## config.mk

```make
export PLATFORM = sky130hd
export DESIGN_NAME = base64_stream_decoder_flat
export DESIGN_NICKNAME = d
export VERILOG_FILES = /design/src/rtl/b64d_pkg.sv /design/src/rtl/b64d_if.sv /design/src/rtl/base64_stream_decoder.sv /design/src/flat_wrapper.sv
export SDC_FILE = /design/constraint.sdc
export NUM_CORES = 1
export LEC_CHECK = 0
export ABC_AREA = 1
export BUFFER_PORTS_ARGS = -buffer_cell sky130_fd_sc_hd__buf_2
export CAP_MARGIN = 20
export CORE_UTILIZATION = 30
export DETAILED_ROUTE_END_ITERATION = 16
export GPL_TIMING_DRIVEN = 0
export PLACE_DENSITY = 0.42
export SLEW_MARGIN = 0
export SYNTH_ARGS = -nofsm -noshare
export SYNTH_HDL_FRONTEND = slang
export SYNTH_SLANG_ARGS = --single-unit
```

## constraint.sdc

```tcl
create_clock -name clk -period 18.9 [get_ports clk]
set_input_delay 0.945 -clock clk [delete_from_list [all_inputs] [get_ports clk]]
set_output_delay 0.945 -clock clk [all_outputs]
set_load 0.01 [all_outputs]
```

## src/rtl/b64d_pkg.sv

```systemverilog
package b64d_pkg;

  // status codes
  localparam logic [1:0] ST_OK         = 2'd0;
  localparam logic [1:0] ST_BAD_LENGTH = 2'd1;
  localparam logic [1:0] ST_BAD_PAD    = 2'd2;
  localparam logic [1:0] ST_BAD_CHAR   = 2'd3;

  // symbol codes beside the 64 sextets
  localparam logic [6:0] SYM_PAD = 7'd64;
  localparam logic [6:0] SYM_BAD = 7'd65;

  // alphabet bounds and offsets
  localparam logic [7:0] CH_UPPER_LO = 8'h41;
  localparam logic [7:0] CH_UPPER_HI = 8'h5A;
  localparam logic [7:0] CH_LOWER_LO = 8'h61;
  localparam logic [7:0] CH_LOWER_HI = 8'h7A;
  localparam logic [7:0] LOWER_OFS   = 8'h47;
  localparam logic [7:0] CH_DIGIT_LO = 8'h30;
  localparam logic [7:0] CH_DIGIT_HI = 8'h39;
  localparam logic [7:0] DIGIT_OFS   = 8'h04;
  localparam logic [7:0] CH_PLUS     = 8'h2B;
  localparam logic [7:0] CH_SLASH    = 8'h2F;
  localparam logic [7:0] CH_PAD      = 8'h3D;
  localparam logic [6:0] SEXT_PLUS   = 7'h3E;
  localparam logic [6:0] SEXT_SLASH  = 7'h3F;

  // result queue geometry
  localparam int RES_DEPTH = 8;
  localparam int RES_PTR_W = $clog2(RES_DEPTH);
  localparam int RES_CNT_W = $clog2(RES_DEPTH + 1);
  localparam int MAX_RES   = 3;

  typedef struct packed {
    logic [7:0] out_byte;
    logic       has_byte;
    logic [1:0] status;
    logic       end_of_message;
  } result_t;

  // character to sextet, pad or bad
  function automatic logic [6:0] sextet_of(input logic [7:0] c);
    logic [7:0] d;
    d = 8'd0;
    if (c inside {[CH_UPPER_LO:CH_UPPER_HI]}) begin
      d = c - CH_UPPER_LO;
      return d[6:0];
    end
    if (c inside {[CH_LOWER_LO:CH_LOWER_HI]}) begin
      d = c - LOWER_OFS;
      return d[6:0];
    end
    if (c inside {[CH_DIGIT_LO:CH_DIGIT_HI]}) begin
      d = c + DIGIT_OFS;
      return d[6:0];
    end
    if (c == CH_PLUS)  return SEXT_PLUS;
    if (c == CH_SLASH) return SEXT_SLASH;
    if (c == CH_PAD)   return SYM_PAD;
    return SYM_BAD;
  endfunction

endpackage

```

## src/rtl/b64d_if.sv

```systemverilog
// character channel
interface b64d_in_if;
  logic       valid;
  logic       ready;
  logic [7:0] in_char;
  logic       in_last;

  modport source (output valid, output in_char, output in_last, input ready);
  modport sink   (input valid, input in_char, input in_last, output ready);
endinterface

// decoded result channel
interface b64d_out_if;
  logic       valid;
  logic       ready;
  logic [7:0] out_byte;
  logic       has_byte;
  logic [1:0] status;
  logic       end_of_message;

  modport source (output valid, output out_byte, output has_byte, output status,
                  output end_of_message, input ready);
  modport sink   (input valid, input out_byte, input has_byte, input status,
                  input end_of_message, output ready);
endinterface

```

## src/rtl/base64_stream_decoder.sv

```systemverilog
// channel   | dir | payload                                   | handshake
// in_ch     | in  | in_char[7:0], in_last                     | valid / ready
// out_ch    | out | out_byte[7:0], has_byte, status[1:0], eom | valid / ready
//
// one character word is taken per cycle unless decode stalls; the decode stage
// decodes it combinationally and writes its zero to three results into an
// 8-entry result queue that feeds an output register; at best the first result
// of an accepted character passes just the input and output registers; the queue
// drains one result word per cycle while out_ch.ready is high; decode stalls only
// when the words of the character it holds do not fit in the queue
// rst_n is synchronous, active low, and clears all control and decoder state
module base64_stream_decoder (
  input  logic              clk,
  input  logic              rst_n,
  b64d_in_if.sink           in_ch,
  b64d_out_if.source        out_ch
);

  // input register
  logic       s1_valid_r;
  logic [7:0] s1_char_r;
  logic       s1_last_r;
  logic       s1_fire;

  // decoder state
  logic [17:0] acc_r, acc_nxt;
  logic [1:0]  pos_r, pos_nxt;
  logic        pad_r, pad_nxt;
  logic [1:0]  err_r, err_nxt;
  logic        done_r;

  // result queue and output register
  b64d_pkg::result_t                      res_mem_r [b64d_pkg::RES_DEPTH];
  logic [b64d_pkg::RES_PTR_W-1:0]         wr_ptr_r, rd_ptr_r;
  logic [b64d_pkg::RES_CNT_W-1:0]         cnt_r, cnt_nxt;
  logic                                   pop;
  logic                                   out_valid_r;
  b64d_pkg::result_t                      out_data_r;
  logic                                   head_free;
  logic                                   head_from_mem;
  logic                                   head_from_new;
  logic [1:0]                             n_mem_wr;

  // decode outputs
  b64d_pkg::result_t res [b64d_pkg::MAX_RES];
  logic [1:0]        n_res;
  logic [7:0]        byte0, byte1, byte2;
  logic [1:0]        n_bytes;
  logic [6:0]        sext;
  logic [23:0]       word24;
  logic [1:0]        status;
  logic              fits;

  // input handshake
  assign in_ch.ready = !s1_valid_r || s1_fire;

  always_ff @(posedge clk) begin
    if (!rst_n) begin
      s1_valid_r <= 1'b0;
    end else if (in_ch.ready) begin
      s1_valid_r <= in_ch.valid;
    end
    if (in_ch.valid && in_ch.ready) begin
      s1_char_r <= in_ch.in_char;
      s1_last_r <= in_ch.in_last;
    end
  end

  // decode one character
  always_comb begin
    acc_nxt = acc_r;
    pad_nxt = pad_r;
    err_nxt = err_r;
    byte0   = 8'd0;
    byte1   = 8'd0;
    byte2   = 8'd0;
    n_bytes = 2'd0;
    sext    = b64d_pkg::sextet_of(s1_char_r);
    word24  = {acc_r, sext[5:0]};
    if (pad_r) begin
      // character after a third-position pad
      if (s1_last_r) begin
        if (err_r == b64d_pkg::ST_OK) begin
          byte0   = acc_r[11:4];
          n_bytes = 2'd1;
        end
      end else if (err_nxt == b64d_pkg::ST_OK) begin
        err_nxt = b64d_pkg::ST_BAD_PAD;
      end
      pad_nxt = 1'b0;
    end else if (sext < b64d_pkg::SYM_PAD) begin
      if (err_r == b64d_pkg::ST_OK) begin
        if (pos_r == 2'd3) begin
          byte0   = word24[23:16];
          byte1   = word24[15:8];
          byte2   = word24[7:0];
          n_bytes = 2'd3;
          acc_nxt = 18'd0;
        end else begin
          acc_nxt = word24[17:0];
        end
      end
    end else if (sext == b64d_pkg::SYM_PAD) begin
      if (pos_r == 2'd3 && s1_last_r) begin
        if (err_r == b64d_pkg::ST_OK) begin
          byte0   = acc_r[17:10];
          byte1   = acc_r[9:2];
          n_bytes = 2'd2;
        end
      end else if (pos_r == 2'd2) begin
        pad_nxt = 1'b1;
      end else if (err_nxt == b64d_pkg::ST_OK) begin
        err_nxt = b64d_pkg::ST_BAD_PAD;
      end
    end else if (err_nxt == b64d_pkg::ST_OK) begin
      err_nxt = b64d_pkg::ST_BAD_CHAR;
    end
    pos_nxt = pos_r + 2'd1;

    // final status, bad length first
    status = (pos_nxt != 2'd0) ? b64d_pkg::ST_BAD_LENGTH : err_nxt;
    if (s1_last_r && status != b64d_pkg::ST_OK) begin
      n_bytes = 2'd0;
    end

    res[0] = '{out_byte: byte0, has_byte: 1'b1, status: b64d_pkg::ST_OK,
               end_of_message: 1'b0};
    res[1] = '{out_byte: byte1, has_byte: 1'b1, status: b64d_pkg::ST_OK,
               end_of_message: 1'b0};
    res[2] = '{out_byte: byte2, has_byte: 1'b1, status: b64d_pkg::ST_OK,
               end_of_message: 1'b0};
    n_res  = n_bytes;
    if (s1_last_r) begin
      if (n_bytes == 2'd0) begin
        res[0] = '{out_byte: 8'd0, has_byte: 1'b0, status: status,
                   end_of_message: 1'b1};
        n_res  = 2'd1;
      end else begin
        res[n_bytes - 2'd1].status         = status;
        res[n_bytes - 2'd1].end_of_message = 1'b1;
      end
    end
  end

  // commit when the words fit in the queue
  assign fits    = cnt_r <= (b64d_pkg::RES_CNT_W'(b64d_pkg::RES_DEPTH)
                             - b64d_pkg::RES_CNT_W'(n_res));
  assign s1_fire = s1_valid_r && fits;

  // decoder state update
  always_ff @(posedge clk) begin
    if (!rst_n) begin
      acc_r  <= 18'd0;
      pos_r  <= 2'd0;
      pad_r  <= 1'b0;
      err_r  <= b64d_pkg::ST_OK;
      done_r <= 1'b0;
    end else if (s1_fire) begin
      if (s1_last_r) begin
        acc_r  <= 18'd0;
        pos_r  <= 2'd0;
        pad_r  <= 1'b0;
        err_r  <= b64d_pkg::ST_OK;
        done_r <= 1'b1;
      end else begin
        acc_r  <= acc_nxt;
        pos_r  <= pos_nxt;
        pad_r  <= pad_nxt;
        err_r  <= err_nxt;
        done_r <= 1'b0;
      end
    end
  end

  // output register takes the oldest queued word, else the first new word
  assign pop           = out_ch.valid && out_ch.ready;
  assign head_free     = !out_valid_r || pop;
  assign head_from_mem = head_free && (cnt_r != '0);
  assign head_from_new = head_free && (cnt_r == '0) && s1_fire && (n_res != 2'd0);
  assign n_mem_wr      = s1_fire ? (n_res - {1'b0, head_from_new}) : 2'd0;

  assign out_ch.valid          = out_valid_r;
  assign out_ch.out_byte       = out_data_r.out_byte;
  assign out_ch.has_byte       = out_data_r.has_byte;
  assign out_ch.status         = out_data_r.status;
  assign out_ch.end_of_message = out_data_r.end_of_message;

  always_comb begin
    cnt_nxt = cnt_r + b64d_pkg::RES_CNT_W'(n_mem_wr)
              - b64d_pkg::RES_CNT_W'(head_from_mem);
  end

  always_ff @(posedge clk) begin
    if (!rst_n) begin
      wr_ptr_r    <= '0;
      rd_ptr_r    <= '0;
      cnt_r       <= '0;
      out_valid_r <= 1'b0;
    end else begin
      cnt_r <= cnt_nxt;
      if (s1_fire)       wr_ptr_r <= wr_ptr_r + b64d_pkg::RES_PTR_W'(n_mem_wr);
      if (head_from_mem) rd_ptr_r <= rd_ptr_r + b64d_pkg::RES_PTR_W'(1);
      if (head_free)     out_valid_r <= head_from_mem || head_from_new;
    end
  end

  // queue read into the output register
  always_ff @(posedge clk) begin
    if (head_from_mem) begin
      out_data_r <= res_mem_r[rd_ptr_r];
    end else if (head_from_new) begin
      out_data_r <= res[0];
    end
  end

  // queue write, skipping the word that went straight to the output
  always_ff @(posedge clk) begin
    if (s1_fire) begin
      for (int k = 0; k < b64d_pkg::MAX_RES; k++) begin
        if (k >= int'(head_from_new) && k < int'(n_res)) begin
          res_mem_r[wr_ptr_r + b64d_pkg::RES_PTR_W'(k - int'(head_from_new))] <= res[k];
        end
      end
    end
  end

  // checks
  a_cnt_bound: assert property (@(posedge clk) disable iff (!rst_n)
    cnt_r <= b64d_pkg::RES_CNT_W'(b64d_pkg::RES_DEPTH))
    else $error("result queue count over depth");

  a_done_clean: assert property (@(posedge clk) disable iff (!rst_n)
    done_r |-> (pos_r == 2'd0 && !pad_r && err_r == b64d_pkg::ST_OK && acc_r == 18'd0))
    else $error("state not cleared after message end");

  a_err_no_byte: assert property (@(posedge clk) disable iff (!rst_n)
    (out_ch.valid && out_ch.end_of_message && out_ch.status != b64d_pkg::ST_OK)
      |-> !out_ch.has_byte)
    else $error("byte delivered with failing status");

  a_pad_follow: assert property (@(posedge clk) disable iff (!rst_n)
    (s1_fire && pad_r && !s1_last_r) |=> (err_r != b64d_pkg::ST_OK))
    else $error("character after third-position pad did not latch an error");

  a_queue_room: assert property (@(posedge clk) disable iff (!rst_n)
    (s1_valid_r && cnt_r == '0) |-> s1_fire)
    else $error("decode stage stalled on an empty queue");

endmodule

```

## src/flat_wrapper.sv

```systemverilog
// flat-port wrapper written by rule: the top's interface ports become plain ports
module base64_stream_decoder_flat 
  (clk, rst_n, in_ch_valid, in_ch_in_char, in_ch_in_last, in_ch_ready, out_ch_valid, out_ch_out_byte, out_ch_has_byte, out_ch_status, out_ch_end_of_message, out_ch_ready);
  b64d_in_if in_ch_i ();
  b64d_out_if out_ch_i ();
  input  logic clk;
  input  logic rst_n;
  input wire logic [$bits(in_ch_i.valid)-1:0] in_ch_valid;
  input wire logic [$bits(in_ch_i.in_char)-1:0] in_ch_in_char;
  input wire logic [$bits(in_ch_i.in_last)-1:0] in_ch_in_last;
  output wire logic [$bits(in_ch_i.ready)-1:0] in_ch_ready;
  output wire logic [$bits(out_ch_i.valid)-1:0] out_ch_valid;
  output wire logic [$bits(out_ch_i.out_byte)-1:0] out_ch_out_byte;
  output wire logic [$bits(out_ch_i.has_byte)-1:0] out_ch_has_byte;
  output wire logic [$bits(out_ch_i.status)-1:0] out_ch_status;
  output wire logic [$bits(out_ch_i.end_of_message)-1:0] out_ch_end_of_message;
  input wire logic [$bits(out_ch_i.ready)-1:0] out_ch_ready;
  assign in_ch_i.valid = in_ch_valid;
  assign in_ch_i.in_char = in_ch_in_char;
  assign in_ch_i.in_last = in_ch_in_last;
  assign in_ch_ready = in_ch_i.ready;
  assign out_ch_valid = out_ch_i.valid;
  assign out_ch_out_byte = out_ch_i.out_byte;
  assign out_ch_has_byte = out_ch_i.has_byte;
  assign out_ch_status = out_ch_i.status;
  assign out_ch_end_of_message = out_ch_i.end_of_message;
  assign out_ch_i.ready = out_ch_ready;
  base64_stream_decoder u_core (.clk(clk), .rst_n(rst_n), .in_ch(in_ch_i), .out_ch(out_ch_i));
endmodule
```

Word level (Yosys, flattened, before mapping)
Memories as Yosys holds them, arrays and structs flattened. A register that Yosys moved wholly into a read port is not among the register bits.
Index checks and enable logic that the tools add are counted.

storage, ports and cells
  bits of input ports = 13
  register bits after elaboration = 56
  output and inout bits = 14
  bits in writable memories = 96
  memories kept = 1
  word-level logic and storage cells = 196

operators by class
  add/sub/neg operators = 17
  muxes and demuxes = 111
  bitwise logic cells = 1
  reductions and logical operators = 30
  magnitude comparators = 14
  equal/unequal tests = 7

memories
  memory            depth  bits a word  read ports  clocked after memory_dff  write ports  line                         RTL
  u_core.res_mem_r  8      12           1           1                         3            base64_stream_decoder.sv:33  b64d_pkg::result_t res_mem_r [b64d_pkg::RES_DEPTH];

operators by type and width
  kind                                                               number
  2-to-1 mux 8 bit                                                   20
  2-to-1 mux 7 bit                                                   13
  2-to-1 mux 18 bit                                                  5
  bitwise mux 36 bit                                                 2
  demux 12 bit (select 2 bit)                                        2
  2-to-1 mux 2 bit                                                   23
  2-to-1 mux 1 bit                                                   38
  2-to-1 mux 12 bit                                                  3
  2-to-1 mux 36 bit                                                  1
  equality test 8 x 6 -> 1 bit, second input constant                3
  2-to-1 mux 24 bit                                                  1
  greater-or-equal comparator 8 x 7 -> 1 bit, second input constant  2
  less-or-equal comparator 8 x 7 -> 1 bit, second input constant     2
  logical AND 1 bit                                                  14
  subtractor 7 bit, second input constant                            2
  nonzero test 2 bit                                                 6
  adder 3 bit                                                        3
  2-to-1 mux 3 bit                                                   3
  greater-or-equal comparator 8 x 6 -> 1 bit, second input constant  1
  less-or-equal comparator 8 x 6 -> 1 bit, second input constant     1
  adder 7 x 3 -> 7 bit, second input constant                        1
  equality test 7 bit, second input constant                         1
  less-than comparator 7 bit, second input constant                  1
  adder 4 x 2 -> 4 bit                                               1
  other kinds (24)                                                   31

Depth between registers and ports, before layout
Gate-level depths: netlist (run 1).

  depth in word-level cells = 45
  depth in mapped cells = 42
  depth with buffers taken out = 42

Least setup slack after synthesis (run 1)
OpenSTA, ideal clock, no wires.

  kind = flip-flop to flip-flop
  start = register u_core.s1_char_r[2]
  end = memory u_core.res_mem_r[4][0] (netlist name), enable pin
  arrival = 5541 ps
  clock period less this slack = 5939 ps
  stages on the path, launching flop included = 35
  setup slack = 12961 ps
  setup time = 398 ps
  required time = 18502 ps
  path through = edfxtp_1 > buf_6 > inv_1 > ha_1 > nand2_1 > nand2_1 > nand2_2 > nand2_2 > nand2_2 > nand2_1 > nand2_2 > nor2_4 > nand3_1 > nor2_2 > nand3_1 > nand2_2 > nand2_2 > nand2_1 > nand2_1 > inv_1 > ha_1 > inv_1 > ha_1 > nand2_1 > o21ai_0 > o21ai_0 > nand2_1 > clkinv_1 > nand3_1 > inv_1 > ha_1 > fa_1 > xnor2_1 > nand2_1 > o21ai_0

RTL lines
  element                 line                         RTL
  start, declared         base64_stream_decoder.sv:21  logic [7:0] s1_char_r;
  start signal, assigned  base64_stream_decoder.sv:64  s1_char_r <= in_ch.in_char;
  end, declared           base64_stream_decoder.sv:33

==> reports/summary.txt, run 1 <==
mux contribution to synthesized area -> 1.40%
Synth Area in Compound Gates -> 9.25%
DRT iter0 DRCs -> 864
fin util -> 34.7%
synth-to-layout area growth -> 13.2%
routed vias -> 9,129
switching power -> 440 uW
met1 GRT Util -> 30.4%
post-synthesis simple-gate area fraction -> 34.8%
Synth top area share -> 35.2%
DRC Markers -> 0
remaining antenna violation count after routing -> 0
Worst IR Drop VDD -> 0.0000632 V
PostCTS Resize Cnt -> 0
Cell Area, Synth -> 9990 um2
slowest cell delay on critical path -> 0.55 ns
delay-heaviest family, CP -> simple AND/OR/NAND/NOR gates
Placed Cells -> 1,747
hpwl dp -> 26,900 um
nets -> 1,372
Post-synth ARST share -> 0%
Syn Inst Count -> 1,273
RSZ-0062 raised after global routing -> false
Pre-antenna DRT Iters -> 5
drt total wl -> 36,700 um
initial antenna violation count -> 0
worst-skew pair later-pin latency -> 0.45 ns
register area share after synthesis -> 42.8%
Mapped Nets -> 1,319
Total GRT Usage -> 22.5%
max_slew headroom -> 29.1%
starting density of the core -> 30.6%
Port Buf Inserts -> 26
GPL Wtd Cong -> 0.860
Int Pwr -> 717 uW
core area -> 32,600 um2
status -> complete, no violations
non-filler cells, final -> 1,781
Clock Sinks -> 155
GR Layer Usage met3 -> 3.24%
Gate power share -> 33.6%
fin crit period -> 7.80 ns
H-tree depth -> 4
clock transition at the registers of the reported paths -> 0.06 ns
Hold WC Path Type -> reg -> reg
setup violators final -> 0
Synth Area in Adders -> 4.36%
total global routing overflow -> 0
Layout fillers -> 3,453
Synth Area in XOR/XNOR -> 0.438%
crit path DAT -> 7.96 ns
vias in the first global route -> 8,763
Slew @ Worst Pin -> 1.06 ns
met2 Use GR -> 36.0%
Top FF cell, synth -> edfxtp_1
Boundary Pins -> 27
Post-CTS Setup Bufs -> 0
TritonCTS clock tree -> yes
vias per cell -> 5.13
largest family of logic cells by synthesized area -> simple AND/OR/NAND/NOR gates
Fmax -> 0.128 GHz
Worst Skew -> 0.0150 ns
Worst Path Max Fanout -> 10
Slew Limit Fails -> 0
largest net degree at the start of global routing -> 17
Mean Syn Cell Area -> 7.85 um2
CTS max path bufs -> 2
CTS Buf Count -> 17
Hold Slack -> 0.441 ns
most common cell in the netlist -> nand2_1
die area -> 34,000 um2
Setup crit start kind -> flip-flop
Synth Register Bits -> 155
endpoints failing hold -> 0
yosys warns -> 0
Power Density -> 102 nW/um2
Post-synth EDFFs -> 117
largest cells by area after synthesis -> edfxtp_1 35%, nand2_1 14%, nand3_1 8.9%
setup tns final -> 0 ns
total power -> 1.16 mW
GR peak layer -> met2
Sw Ratio -> 38.0%
global-route wire length before repair -> 55,400 um
Static Leak -> 4.93 nW
top cell type by total area after synthesis -> edfxtp_1
crit end category -> flip-flop
clock share of power -> 29.2%
Buf+Inv Stages, Crit Path -> 12
CP max stage cell -> edfxtp_1
Synth cell types -> 47
share of cells above drive strength 1 -> 11.1%
Required @ worst endpoint -> 19.06 ns
CTS Hold Buffers Added -> 0
top post-synthesis cells by count -> 376 x nand2_1, 177 x nand3_1, 117 x edfxtp_1, 115 x nor2_1, 81 x inv_1
Max Cap Viol -> 0
Rows -> 66
Die Y -> 185 um
clock root buffer -> clkbuf_16
Ant. Diodes -> 0
part of the power in registers -> 37.2%
kind of critical path -> reg -> reg
die width -> 185 um
DR WL/cell -> 20.6 um
final worst-path cycle share -> 41.2%
==> worst paths after layout <==
check                                  start                               end  slack (ns)  cells past startpoint
max            u_core.s1_char_r[0]$_DFFE_PP_  u_core.res_mem_r[3][0]$_DFFE_PP_       11.10                     43
min          u_core.rd_ptr_r[2]$_SDFFE_PN0P_   u_core.rd_ptr_r[2]$_SDFFE_PN0P_        0.44                      1
max reg2reg    u_core.s1_char_r[0]$_DFFE_PP_  u_core.res_mem_r[3][0]$_DFFE_PP_       11.10                     43
min reg2reg  u_core.rd_ptr_r[2]$_SDFFE_PN0P_   u_core.rd_ptr_r[2]$_SDFFE_PN0P_        0.44                      1
==> per-layer routing <==
| layer | part of all wire, % | wire length, um |
|---|---|---|
| met4 | 2.7 | 975 |
| met3 | 4.9 | 1810 |
| met2 | 46 | 16900 |
| met1 | 46 | 17000 |
| met5 | 0 | 0 |
==> stage by stage <==
| step | setup slack [ns] | instance area [um2] |
|---|---|---|
| floorplan | 12.96 | 9990 |
| global route | 10.42 | 11300 |
| CTS | 11.10 | 11300 |
| finish | 11.10 | 11300 |
| detailed placement | 11.10 | 10700 |
| global placement | 10.44 | 10700 |
==> placed cells by master, fill, tap and decap left out, types with 5 or more instances in the layout <==
cell       count
ha_1          30
o221ai_1      14
edfxtp_1     117
o32ai_1       10
mux2i_1       14
clkbuf_16     17
o21ai_1       14
buf_4         11
clkinv_1      16
nor2_1       115
a21oi_1       34
nand2_1      376
nand3_1      177
o21ai_2        5
buf_6          7
nand3b_1       5
nand4_1       12
a211oi_1      12
o211ai_1      12
o21ai_0       41
clkbuf_1      43
nand2_2       14
buf_2         37
nand3_4       10
nor2_4         6
dfxtp_1       38
nand2_4       11
nor3_1        11
inv_2          9
inv_1         81
==> power by group through the flow <==
stage	Combinational, mW	Clock, mW	Sequential (mW)
6_report	0.388	0.338	0.431
5_1_grt	0.429	0.354	0.436
4_1_cts	0.390	0.344	0.431
3_5_place_dp	0.389	0	0.439
3_3_place_gp	0.387	0	0.439
2_1_floorplan	0.243	0	0.442
==> worst register-to-register path, delay by kind of cell, from the launching register on <==
kind	cells	cell delay [ns]
buf+inv	12	1.80
compound gates	4	0.78
fa+ha+maj	5	1.08
flops	1	0.55
simple gates	22	3.33
==> layout make-up <==
type                            instances  area, um2  share of cell area, %
Clock buffer                           19        433                   3.83
Multi-Input combinational cell        951       5030                   44.5
Inverter                              102        383                   3.39
Tap cell                              442        553                   4.89
Sequential cell                       155       4270                   37.8
Clock inverter                         13        125                   1.11
Buffer                                 65        318                   2.81
Timing Repair Buffer                   34        194                   1.71
==> kinds of logic (layout without fill, tap and decap cells) <==
group / Yosys count / in the layout
flops: 155 / 155
mux: 14 / 14
fa+ha+maj: 33 / 33
simple gates: 750 / 750
compound gates: 149 / 149
buf+inv: 167 / 233
xor+xnor: 5 / 5
==> flip-flops by register name (all words and copies together) (netlist names), 2 cells and up, named ones only <==
name and cells:
u_core.wr_ptr_r 3, u_core.out_ch.status 2, u_core.s1_char_r 8, u_core.err_r 2, u_core.pos_r 2, u_core.out_ch.out_byte 8
u_core.res_mem_r 96, u_core.rd_ptr_r 3, u_core.cnt_r 4, u_core.acc_r 18
Power figures use the tool's default switching activity.
==> run 2, diff against run 1 <==
clock period = 7.5 ns   (was 18.9 ns; I/O delays follow)
==> reports/summary.txt, run 2 (same netlist as run 1, synthesis figures left out) <==
status -> complete, no violations (unchanged)
clock transition at the registers of the reported paths -> 0.06 ns (about the same)
worst setup margin -> 0.547 ns (was 11.10 ns)
RSZ-0062 raised after global routing -> true (was false)
met1 GRT Util -> 30.2% (was 30.4%)
total global routing overflow -> 0 (unchanged)
hpwl dp -> 26,900 um (unchanged)
starting density of the core -> 30.6% (unchanged)
Total GRT Usage -> 22.5% (about the same)
Power Density -> 257 nW/um2 (was 102 nW/um2)
Die Y -> 185 um (unchanged)
drt total wl -> 36,700 um (about the same)
share of cells above drive strength 1 -> 12.6% (was 11.1%)
Worst Path Max Fanout -> 12 (was 10)
crit path DAT -> 7.02 ns (was 7.96 ns)
Fmax -> 0.144 GHz (was 0.128 GHz)
Ant. Diodes -> 0 (unchanged)
Buf+Inv Stages, Crit Path -> 6 (was 12)
remaining antenna violation count after routing -> 0 (unchanged)
Static Leak -> 4.98 nW (was 4.93 nW)
CP max stage cell -> o21ai_2 (was edfxtp_1)
DR WL/cell -> 20.6 um (about the same)
Pre-antenna DRT Iters -> 5 (unchanged)
Setup crit start kind -> flip-flop (unchanged)
clock root buffer -> clkbuf_16 (unchanged)
DRT iter0 DRCs -> 865 (was 864)
most common cell after layout, fill and taps aside -> nand2_1 (unchanged)
GPL Wtd Cong -> 0.860 (unchanged)
H-tree depth -> 4 (unchanged)
global-route wire length before repair -> 55,400 um (about the same)
Top Registers -> u_core.res_mem_r x96, u_core.acc_r x18 (unchanged)
number of flip-flops in the largest register -> 96 (unchanged)
DRC Markers -> 0 (unchanged)
CTS Hold Buffers Added -> 0 (unchanged)
nets -> 1,378 (was 1,372)
CP dominant cell by count -> nand2_1
Cell Area, Placed -> 10,700 um2 (unchanged)
cell area after layout -> 11,400 um2 (was 11,300 um2)
GR Layer Usage met3 -> 3.28% (was 3.24%)
CTS Buf Count -> 17 (unchanged)
vias per cell -> 5.11 (was 5.13)
worst-skew pair later-pin latency -> 0.45 ns (about the same)
Boundary Pins -> 27 (unchanged)
fin crit period -> 6.95 ns (was 7.80 ns)
die area -> 34,000 um2 (unchanged)
delay-heaviest family, CP -> simple AND/OR/NAND/NOR gates (unchanged)
setup tns final -> 0 ns (unchanged)
Slew @ Worst Pin -> 1.09 ns (was 1.06 ns)
core area -> 32,600 um2 (unchanged)
crit end category -> flip-flop (unchanged)
Required @ worst endpoint -> 7.57 ns (was 19.06 ns)
largest reg by FF count -> u_core.res_mem_r (unchanged)
Worst Skew -> 0.0143 ns (was 0.0150 ns)
CTS max path bufs -> 2 (unchanged)
Clock Sinks -> 155 (unchanged)
TritonCTS clock tree -> yes (unchanged)
GR peak layer -> met2 (unchanged)
die width -> 185 um (unchanged)
vias in the first global route -> 8,771 (was 8,763)
Setup WS pre-CTS -> -0.304 ns (was 11.10 ns)
setup violators final -> 0 (unchanged)
Slew Limit Fails -> 0 (unchanged)
slowest cell delay on critical path -> 0.77 ns (was 0.55 ns)
Port Buf Inserts -> 26 (unchanged)
routed vias -> 9,138 (was 9,129)
met2 Use GR -> 36.2% (was 36.0%)
max_slew headroom -> 27.1% (was 29.1%)
kind of critical path -> reg -> reg (unchanged)
Hold WC Path Type -> in -> reg (was reg -> reg)
initial antenna violation count -> 0 (unchanged)
synth-to-layout area growth -> 13.9% (was 13.2%)
endpoints failing hold -> 0 (unchanged)
total power -> 2.92 mW (was 1.16 mW)
largest net degree at the start of global routing -> 17 (unchanged)
most frequent cells in the layout -> 375 x nand2_1, 177 x nand3_1, 117 x edfxtp_1 (was 376 x nand2_1, 177 x nand3_1, 117 x edfxtp_1)
Max Cap Viol -> 0 (unchanged)
final worst-path cycle share -> 92.7% (was 41.2%)
Worst IR Drop VDD -> 0.000160 V (was 0.0000632 V)
Rows -> 66 (unchanged)
## run 2: cell types whose count changed in the layout (fill, tap and decap cells not counted), sizes merged
cell / change
clkinv: -7
inv: +7
buf: +6
## run 2: what timing repair did
| action | CTS | global route |
|---|---|---|
| buffers inserted | 0 | 6 |
| gates resized for setup | 2 | 17 |
| endpoints found under the setup margin | 38 | 97 |
| pin swaps | 0 | 0 |
## run 2: path summary, 6_finish.rpt
check / startpoint / slack, ns / cells after the start / end
setup / recovery: u_core.s1_char_r[2]$_DFFE_PP_ / 0.55 / 34 / u_core.res_mem_r[7][8]$_DFFE_PP_
setup reg to reg: u_core.s1_char_r[2]$_DFFE_PP_ / 0.55 / 34 / u_core.res_mem_r[7][8]$_DFFE_PP_
hold reg to reg: u_core.rd_ptr_r[2]$_SDFFE_PN0P_ / 0.44 / 1 / u_core.rd_ptr_r[2]$_SDFFE_PN0P_
hold / removal: in_ch_in_last / 0.10 / 1 / u_core.s1_last_r$_DFFE_PP_
## run 2: where the power goes
part	switching (mW)	total, mW	internal, mW
registers	0.0463	1.08	1.04
logic	0.697	0.987	0.290
clock network	0.365	0.849	0.484
## run 2: final cells by class
cell class	instances	area [um2]
Clock inverter	13	125
Fill cell	3453	21200
Tap cell	442	553
Clock buffer	19	433
Buffer	65	322
Sequential cell	155	4270
Inverter	102	383
Multi-Input combinational cell	951	5050
Timing Repair Buffer	40	239
## run 2: metrics by stage
| step | util [%] | hold WS (ns) | cells |
|---|---|---|---|
| after CTS | 34.6 | 0.0844 | 1779 |
| after detailed placement | 32.9 | 0.435 | 1747 |
| after global routing | 34.9 | 0.0886 | 1787 |
| after global placement | 32.7 | 0.428 | 1741 |
| final | 34.9 | 0.101 | 1787 |
| after floorplan | - | 0.412 | 1273 |
## run 2: metal layers
| metal | wire length [um] | up-vias |
|---|---|---|
| met5 | 0 | - |
| met4 | 964 | 0 |
| met3 | 1970 | 47 |
| met2 | 17000 | 286 |
| met1 | 16800 | 4380 |
| li1 | - | 4425 |
## run 2: worst register-to-register path: cells and delay by family (launching register included)
family / cells / cell delay (ns)
and+or+nand+nor: 19 / 2.42
adders and majority gates: 5 / 1.40
AOI/OAI and AO/OA: 3 / 1.11
buffers and inverters: 6 / 0.92
DFF: 1 / 0.43
xor gates and xnor gates: 1 / 0.32
==> run 3, diff against run 2 <==
BUFFER_PORTS_ARGS = unset   (was -buffer_cell sky130_fd_sc_hd__buf_2)
DONT_BUFFER_PORTS = 1   (was unset)
==> reports/summary.txt, run 3 (same netlist as run 1, synthesis figures left out) <==
Slew Limit Fails -> 0 (unchanged)
clock transition at the registers of the reported paths -> 0.07 ns (was 0.06 ns)
core area -> 32,600 um2 (unchanged)
fin crit period -> 6.95 ns (about the same)
Top Registers -> u_core.res_mem_r x96, u_core.acc_r x18 (unchanged)
total global routing overflow -> 0 (unchanged)
most frequent cells in the layout -> 375 x nand2_1, 176 x nand3_1, 117 x edfxtp_1 (was 375 x nand2_1, 177 x nand3_1, 117 x edfxtp_1)
Rows -> 66 (unchanged)
Hold Slack -> 0.0948 ns (was 0.101 ns)
nets -> 1,356 (was 1,378)
endpoints failing hold -> 0 (unchanged)
switching power -> 1.18 mW (was 1.11 mW)
vias per cell -> 5.13 (was 5.11)
Worst Skew -> 0.0132 ns (was 0.0143 ns)
routed vias -> 9,057 (was 9,138)
crit path DAT -> 7.11 ns (was 7.02 ns)
die width -> 185 um (unchanged)
synth-to-layout area growth -> 13.5% (was 13.9%)
initial antenna violation count -> 0 (unchanged)
largest net degree at the start of global routing -> 18 (was 17)
Cell Area, Placed -> 10,600 um2 (was 10,700 um2)
largest reg by FF count -> u_core.res_mem_r (unchanged)
Slew @ Worst Pin -> 1.21 ns (was 1.09 ns)
global-route wire length before repair -> 55,400 um (about the same)
Ant. Diodes -> 0 (unchanged)
Reg2Reg Setup Slack -> 0.55 ns (about the same)
DRT iter0 DRCs -> 841 (was 865)
Worst IR Drop VDD -> 0.000161 V (was 0.000160 V)
Sw Ratio -> 40.3% (was 37.9%)
CP max stage cell -> o21ai_1 (was o21ai_2)
status -> complete, no violations (unchanged)
Boundary Pins -> 27 (unchanged)
most common cell after layout, fill and taps aside -> nand2_1 (unchanged)
hpwl dp -> 26,700 um (was 26,900 um)
Hold WC Path Type -> in -> reg (unchanged)
clock share of power -> 30.1% (was 29.1%)
slowest cell delay on critical path -> 0.55 ns (was 0.77 ns)
CTS Buf Count -> 17 (unchanged)
drt total wl -> 36,900 um (was 36,700 um)
vias in the first global route -> 8,739 (was 8,771)
Power Density -> 258 nW/um2 (was 257 nW/um2)
CTS max path bufs -> 2 (unchanged)
Fmax -> 0.144 GHz (about the same)
setup violators final -> 0 (unchanged)
share of cells above drive strength 1 -> 10.7% (was 12.6%)
cell area after layout -> 11,300 um2 (was 11,400 um2)
GPL Wtd Cong -> 0.860 (about the same)
Clock Sinks -> 155 (unchanged)
TritonCTS clock tree -> yes (unchanged)
starting density of the core -> 30.6% (unchanged)
worst setup margin -> 0.555 ns (was 0.547 ns)
number of flip-flops in the largest register -> 96 (unchanged)
RSZ-0062 raised after global routing -> false (was true)
remaining antenna violation count after routing -> 0 (unchanged)
clock root buffer -> clkbuf_16 (unchanged)
kind of critical path -> reg -> reg (unchanged)
setup tns final -> 0 ns (unchanged)
Pre-antenna DRT Iters -> 5 (unchanged)
H-tree depth -> 4 (unchanged)
Die Y -> 185 um (unchanged)
crit end category -> flip-flop (unchanged)
final worst-path cycle share -> 92.6% (was 92.7%)
Static Leak -> 4.89 nW (was 4.98 nW)
max_slew headroom -> 19.2% (was 27.1%)
Gate power share -> 32.1% (was 33.8%)
part of the power in registers -> 37.8% (was 37.1%)
Max Cap Viol -> 0 (unchanged)
Setup WS pre-CTS -> -0.264 ns (was -0.304 ns)
Layout fillers -> 3,419 (was 3,453)
DRC Markers -> 0 (unchanged)
die area -> 34,000 um2 (unchanged)
Total GRT Usage -> 22.6% (was 22.5%)
Int Pwr -> 1.75 mW (was 1.81 mW)
Worst Path Max Fanout -> 10 (was 12)
Required @ worst endpoint -> 7.66 ns (was 7.57 ns)
worst-skew pair later-pin latency -> 0.46 ns (was 0.45 ns)
DR WL/cell -> 20.9 um (was 20.6 um)
Setup crit start kind -> flip-flop (unchanged)
CP dominant cell by count -> nand2_1 (unchanged)
Port Buf Inserts -> 0 (was 26)
==> run 3: area by class of cell <==
| type | instances | area, um2 | share of cell area [%] |
|---|---|---|---|
| Inverter | 102 | 383 | 3.38 |
| Clock buffer | 17 | 425 | 3.75 |
| Buffer | 65 | 322 | 2.84 |
| Clock inverter | 15 | 153 | 1.35 |
| Multi-Input combinational cell | 951 | 5060 | 44.7 |
| Timing Repair Buffer | 18 | 165 | 1.46 |
| Tap cell | 442 | 553 | 4.88 |
| Sequential cell | 155 | 4270 | 37.7 |
==> run 3: metrics by stage <==
step / utilization (%) / power [mW] / std cells
2_1_floorplan: - / 1.73 / 1273
3_3_place_gp: 32.3 / 2.05 / 1715
3_5_place_dp: 32.5 / 2.06 / 1720
4_1_cts: 34.6 / 2.94 / 1761
5_1_grt: 34.8 / 3.09 / 1765
6_report: 34.8 / 2.93 / 1765
==> run 3: worst max-delay path: cells and delay by family (launching register included) <==
family          cells  cell delay, ns
simple gates       17            2.17
fa+ha+maj           5            1.40
compound gates      4            1.13
buf+inv             6            1.11
flops               1            0.47
xor+xnor            1            0.35
==> run 3: what timing repair did <==
action                     in CTS  in global routing
setup endpoints to repair      72                145
hold endpoints to repair        9                  0
buffers inserted                0                  3
hold buffers                    9                  0
resized for setup               2                 17
==> run 3: per-layer routing <==
layer  routed length, um  global-route usage (%)
met1               16800                    29.7
met2               16800                    36.4
met3                2050                    4.03
met4                1200                    9.03
met5                   0                       0
==> run 3: final timing paths <==
| path | end | startpoint | cells after the start |
|---|---|---|---|
| max | u_core.res_mem_r[6][8]$_DFFE_PP_ | u_core.s1_char_r[1]$_DFFE_PP_ | 33 |
| max reg2reg | u_core.res_mem_r[6][8]$_DFFE_PP_ | u_core.s1_char_r[1]$_DFFE_PP_ | 33 |
| min | u_core.s1_valid_r$_SDFFE_PN0N_ | in_ch_valid | 2 |
| min reg2reg | u_core.rd_ptr_r[2]$_SDFFE_PN0P_ | u_core.rd_ptr_r[2]$_SDFFE_PN0P_ | 1 |
==> run 3: power groups by stage <==
stage / registers (mW) / clock network (mW) / logic (mW)
2_1_floorplan: 1.11 / 0 / 0.613
3_3_place_gp: 1.13 / 0 / 0.920
3_5_place_dp: 1.13 / 0 / 0.925
4_1_cts: 1.11 / 0.895 / 0.932
5_1_grt: 1.12 / 0.927 / 1.04
6_report: 1.11 / 0.882 / 0.939
